## config.mk

```make
export PLATFORM = sky130hd
export DESIGN_NAME = lzwc_rsp_fifo
export DESIGN_NICKNAME = d
export VERILOG_FILES = /design/src/rtl/core/assert_macros.svh /design/src/rtl/core/lzwc_pkg.sv /design/src/rtl/core/lzwc_rsp_fifo.sv
export SDC_FILE = /design/constraint.sdc
export NUM_CORES = 1
export LEC_CHECK = 0
export BUFFER_PORTS_ARGS = -buffer_cell sky130_fd_sc_hd__clkbuf_2
export CAP_MARGIN = 25
export CORE_ASPECT_RATIO = 1.75
export CORE_UTILIZATION = 35
export CTS_BUF_LIST = sky130_fd_sc_hd__clkbuf_16
export DETAILED_ROUTE_END_ITERATION = 12
export GPL_ROUTABILITY_DRIVEN = 0
export PLACE_DENSITY_LB_ADDON = 0.25
export SKIP_LAST_GASP = 1
export SLEW_MARGIN = 15
export SYNTH_ARGS = -nofsm -noshare
export SYNTH_HDL_FRONTEND = slang
export SYNTH_SLANG_ARGS = --single-unit
```

## constraint.sdc

```tcl
create_clock -name clock -period 2.5 [get_ports clock]
set_clock_uncertainty 0.2 [all_clocks]
set_input_delay 0.125 -clock clock [delete_from_list [all_inputs] [get_ports clock]]
set_output_delay 0.125 -clock clock [all_outputs]
set_load 0.05 [all_outputs]
```

## src/rtl/core/assert_macros.svh

```systemverilog
// ---------------------------------------------------------------------------
// Assertion macros
// Concurrent assertion helpers. They compile to nothing when SYNTHESIS is set.
// ---------------------------------------------------------------------------
`ifndef ASSERT_MACROS_SVH
`define ASSERT_MACROS_SVH
`ifndef SYNTHESIS
`define ASSERT_IMPLIES(label, clk, rst, cond, conseq) \
   label: assert property (@(posedge clk) disable iff (rst) (cond) |-> (conseq)) \
      else $error("assertion failed");
`define ASSERT_NEXT(label, clk, rst, cond, conseq) \
   label: assert property (@(posedge clk) disable iff (rst) (cond) |=> (conseq)) \
      else $error("assertion failed");
`else
`define ASSERT_IMPLIES(label, clk, rst, cond, conseq)
`define ASSERT_NEXT(label, clk, rst, cond, conseq)
`endif
`endif

```

## src/rtl/core/lzwc_pkg.sv

```systemverilog
// ---------------------------------------------------------------------------
// LZW compressor package
// Shared constants, the result word type and the FIFO push type.
// ---------------------------------------------------------------------------
package lzwc_pkg;
   localparam int CODE_BITS_DEFAULT = 12;
   localparam int LITERALS          = 256;
   localparam int CODE_W            = 12;
   localparam int EPOCH_BITS        = 4;
   localparam int FIFO_DEPTH        = 4;
   localparam int FIFO_AW           = 2;

   typedef struct packed {
      logic [CODE_W-1:0] code;
      logic              last_code;
   } rsp_word_type;

   typedef struct packed {
      logic         push0;
      rsp_word_type word0;
      logic         push1;
      rsp_word_type word1;
   } fifo_push_type;
endpackage

```

## src/rtl/core/lzwc_rsp_fifo.sv

```systemverilog
// ---------------------------------------------------------------------------
// Result FIFO
// Four-word queue that takes up to two words per cycle and drives rsp_.
// ---------------------------------------------------------------------------
module lzwc_rsp_fifo (
   input  logic                         clock,
   input  logic                         reset,
   input  lzwc_pkg::fifo_push_type      push,
   output logic                         out_valid,
   input  logic                         out_stall,
   output lzwc_pkg::rsp_word_type       out_word,
   output logic [lzwc_pkg::FIFO_AW:0]   count
);
   lzwc_pkg::rsp_word_type         slots_ff [0:lzwc_pkg::FIFO_DEPTH-1];
   logic [lzwc_pkg::FIFO_AW-1:0]   wp_ff, wp_in, rp_ff, rp_in, wp1;
   logic [lzwc_pkg::FIFO_AW:0]     cnt_ff, cnt_in;
   logic                           pop;

   assign pop       = (cnt_ff != '0) && !out_stall;
   assign wp1       = wp_ff + lzwc_pkg::FIFO_AW'(push.push0);
   assign wp_in     = wp1 + lzwc_pkg::FIFO_AW'(push.push1);
   assign rp_in     = rp_ff + lzwc_pkg::FIFO_AW'(pop);
   assign cnt_in    = cnt_ff + (lzwc_pkg::FIFO_AW+1)'(push.push0)
                      + (lzwc_pkg::FIFO_AW+1)'(push.push1) - (lzwc_pkg::FIFO_AW+1)'(pop);
   assign out_valid = (cnt_ff != '0);
   assign out_word  = slots_ff[rp_ff];
   assign count     = cnt_ff;

   always_ff @(posedge clock) begin
      if (push.push0) begin
         slots_ff[wp_ff] <= push.word0;
      end
      if (push.push1) begin
         slots_ff[wp1] <= push.word1;
      end
      if (reset) begin
         wp_ff  <= '0;
         rp_ff  <= '0;
         cnt_ff <= '0;
      end else begin
         wp_ff  <= wp_in;
         rp_ff  <= rp_in;
         cnt_ff <= cnt_in;
      end
   end
endmodule

```

==> impl_results.md <==
* Clock Tree Buf Depth at 2
* Post-Syn Instances at 167
* Initial antenna violation count at 0
* CTS clock-pin slew for the worst setup and hold paths at 0.05 ns
* Maximum VDD drop at 0.0007821 V
* Yosys cell types at 22
* Biggest area consumer among synthesized cells: edfxtp_1
* Async SR Flop Fraction at 0%
* Minimum clock period at 2.483 ns
* Number of cells on the worst reg-to-reg path at 9
* Violated checks: design-rule violations
* Final cell count without fillers at 353
* Dpl ws at -0.04199 ns
* Most frequent cells after synthesis: 52 x edfxtp_1, 51 x mux2_2, 13 x mux4_2
* Max-slew headroom at 71.28%
* CTS tree: done
* Syn Nets at 204
* Critical path destination: count[2]
* Drt total wl at 6239 um
* Antenna fix cells at 0
* Post-route DRC at 4
* Clock latency on the worst-skew pair at 0.32 ns
* Pleak at 1.515 nW
* Area Growth Syn to Fin at 37.25%
* Area occupied by multi-input gates at 0.001171 sq mm
* Worst Path Buf+Inv at 1
* Most used DFF post-synth: edfxtp_1
* Max-cap violations at 0
* Worst Setup Path Type: register to register
* Post-route ant nets at 0
* CP dominant cell by count: fa_2
* Global Route Usage Sum at 15.82%
* Grt ovf at 0
* Initial drt markers at 132
* Post-Syn Area at 0.002919 sq mm
* Post-CTS Resized at 0
* Port Buffers at 47
* Design Area, Final at 0.004006 sq mm
* Crit end category: register
* Num CTS Buffers at 9
* CP startpoint: count[2]
* Setup TNS at 0 ns
* Dpl cell area at 0.003378 sq mm
* HPWL Detailed at 4012 um
* Largest net degree at the start of global routing at 15
* Slowest stage cell on the critical path: or3_4
* Clock sink count at 59
* Routed vias/inst at 4.994
* Root Driver: clkbuf_16
* Fin nets at 295
* CP max stage delay at 0.38 ns
* Row cnt at 43
* CP Depth at 9
* Core area at 0.008016 sq mm
* Sequential Area at 0.001710 sq mm
* Period utilization at 99.31%
* Filler cells at 678
* Max FO, Critical Path at 2
* YS warnings at 0
* Synth Register Bits at 59
* Outcome: complete, but fails checks
* Syn Area/Cell at 17.48 sq um
* Routed via count at 1,763
* R2r endpoint: count[2]
* Reg2reg setup slack at 0.02 ns
* First-pass DRT Iterations at 10
* Top Ports at 48
* Die area at 0.008724 sq mm
* Top-count cell post-synth: edfxtp_1
* R2R Path Start: count[2]
* Number of H-tree levels at 3
* Starting Density at 36.41%
* Maximum clock rate at 402.8 MHz
* Max-slew violations at 0
* Post-synth EDFFs at 52
* Postcts setup bufs at 0
* Worst Tran Pin Value at 0.4307 ns
* Startpoint Class: register
* HP Class: input port to register
* First-pass GRT wire length at 9653 um
* Hold Crit Start: push[13]
* WL/cell at 17.67 um
* Fraction of layout cells with a size suffix above 1 at 57.41%
* Worst-path cell chain: or3_4, nor2b_4, ha_1, inv_1, fa_2, fa_2, xnor2_2, xnor2_1, nor2_1
* Final setup viols at 0
* Final count of hold timing violations at 0
* Die X at 71.04 um
* CP Data Arrival Time at 2.50 ns
* Critical path's top delay family: adder cells
* Critical Path RT at 2.52 ns
* Height of the chip at 122.8 um
* Top cell type's share of synthesized area at 53.49%
* Total Power at 0.004419 W
* Power density over the cells at 1103 mW/mm^2
* Synth top area cells: edfxtp_1 53%, mux2_2 20%, mux4_2 10%
* Seq/Total Area, Yosys at 58.29%
* RSZ-0062 raised after global routing: yes
* Placed Cells at 310
* PnR worst setup slack at 0.01719 ns
* Vias in the first global route at 1,911
[worst register-to-register path, cell delays in order (launching register included)]
cell,delay (ns)
dfxtp_4,0.33
or3_4,0.38
nor2b_4,0.14
ha_1,0.26
inv_1,0.04
fa_2,0.33
fa_2,0.36
xnor2_2,0.15
xnor2_1,0.13
nor2_1,0.05
[sequential cells by signal, indices dropped and copies added (netlist names)]
| register | cells |
|---|---|
| slots_ff | 52 |
| count | 3 |
| rp_ff | 2 |
| wp_ff | 2 |
[layout make-up]
class | count | share of cell area [%]
multi-input cells | 95 | 29.23
flip-flops and latches | 59 | 42.69
repair buffers | 88 | 15.87
clock inverters | 7 | 3.310
clock buffers | 9 | 5.621
inverters | 5 | 0.4685
well taps | 90 | 2.811
[where the power goes]
part	switching (W)	total [W]	internal, W
Combinational	0.000949	0.00158	0.000627
Sequential	0.0000608	0.00137	0.00131
Clock	0.000411	0.00147	0.00106
Total	0.00142	0.00442	0.00300
[timing repair]
action                     in CTS  in global routing
hold buffers                   27                  0
pin swaps                       3                  0
setup endpoints to repair       1                  1
hold endpoints to repair       59                  0
[per-stage QoR]
| stage | utilization (%) | hold WS, ns |
|---|---|---|
| final | 49.98 | 0.02749 |
| after detailed placement | 42.14 | 0.2109 |
| after global routing | 49.98 | 0.08401 |
| after floorplan | - | -0.01307 |
| after CTS | 49.98 | 0.02599 |
| after global placement | 42.14 | 0.2071 |
[worst min path at each step]
stage	depth (start not counted)	to
floorplan	1	count[0]
global placement	2	count[2]
detailed placement	2	count[2]
CTS	3	wp_ff[0]
finish	3	wp_ff[0]
global route	3	wp_ff[0]
[per-layer routing]
layer | track usage [%] | wire length, um | part of all wire, %
met5 | 0 | 0 | 0
met4 | 9.125 | 175 | 2.8
met3 | 3.941 | 239 | 3.8
met2 | 28.79 | 3444 | 55
met1 | 16.25 | 2380 | 38
[layout by cell type, fill, tap and decap left out]
cell type / instances
o32ai_2: 2
mux4_2: 13
edfxtp_1: 52
fa_2: 2
bufinv_16: 4
dlygate4sd3_1: 27
clkinv_2: 1
a31o_2: 2
nor2_1: 5
dfxtp_4: 2
xor2_1: 1
xnor2_1: 4
buf_12: 2
clkbuf_16: 9
inv_1: 7
nor2b_1: 4
or3_4: 1
clkbuf_2: 47
buf_4: 12
mux2_2: 51
ha_1: 4
nand2b_1: 1
dfxtp_1: 4
mux2_1: 1
nor2b_4: 1
xnor2_2: 1
and3_1: 2
dfxtp_2: 1
[cells by family after synthesis]
logic type	synth area share (%)
AOI/OAI and AO/OA	1.200
xor gates and xnor gates	1.800
adders and majority gates	3.086
buffers and inverters	2.957
DFF	58.29
muxes	30.09
and+or+nand+nor	2.572
Note: power is estimated with default switching activity, not from simulation.
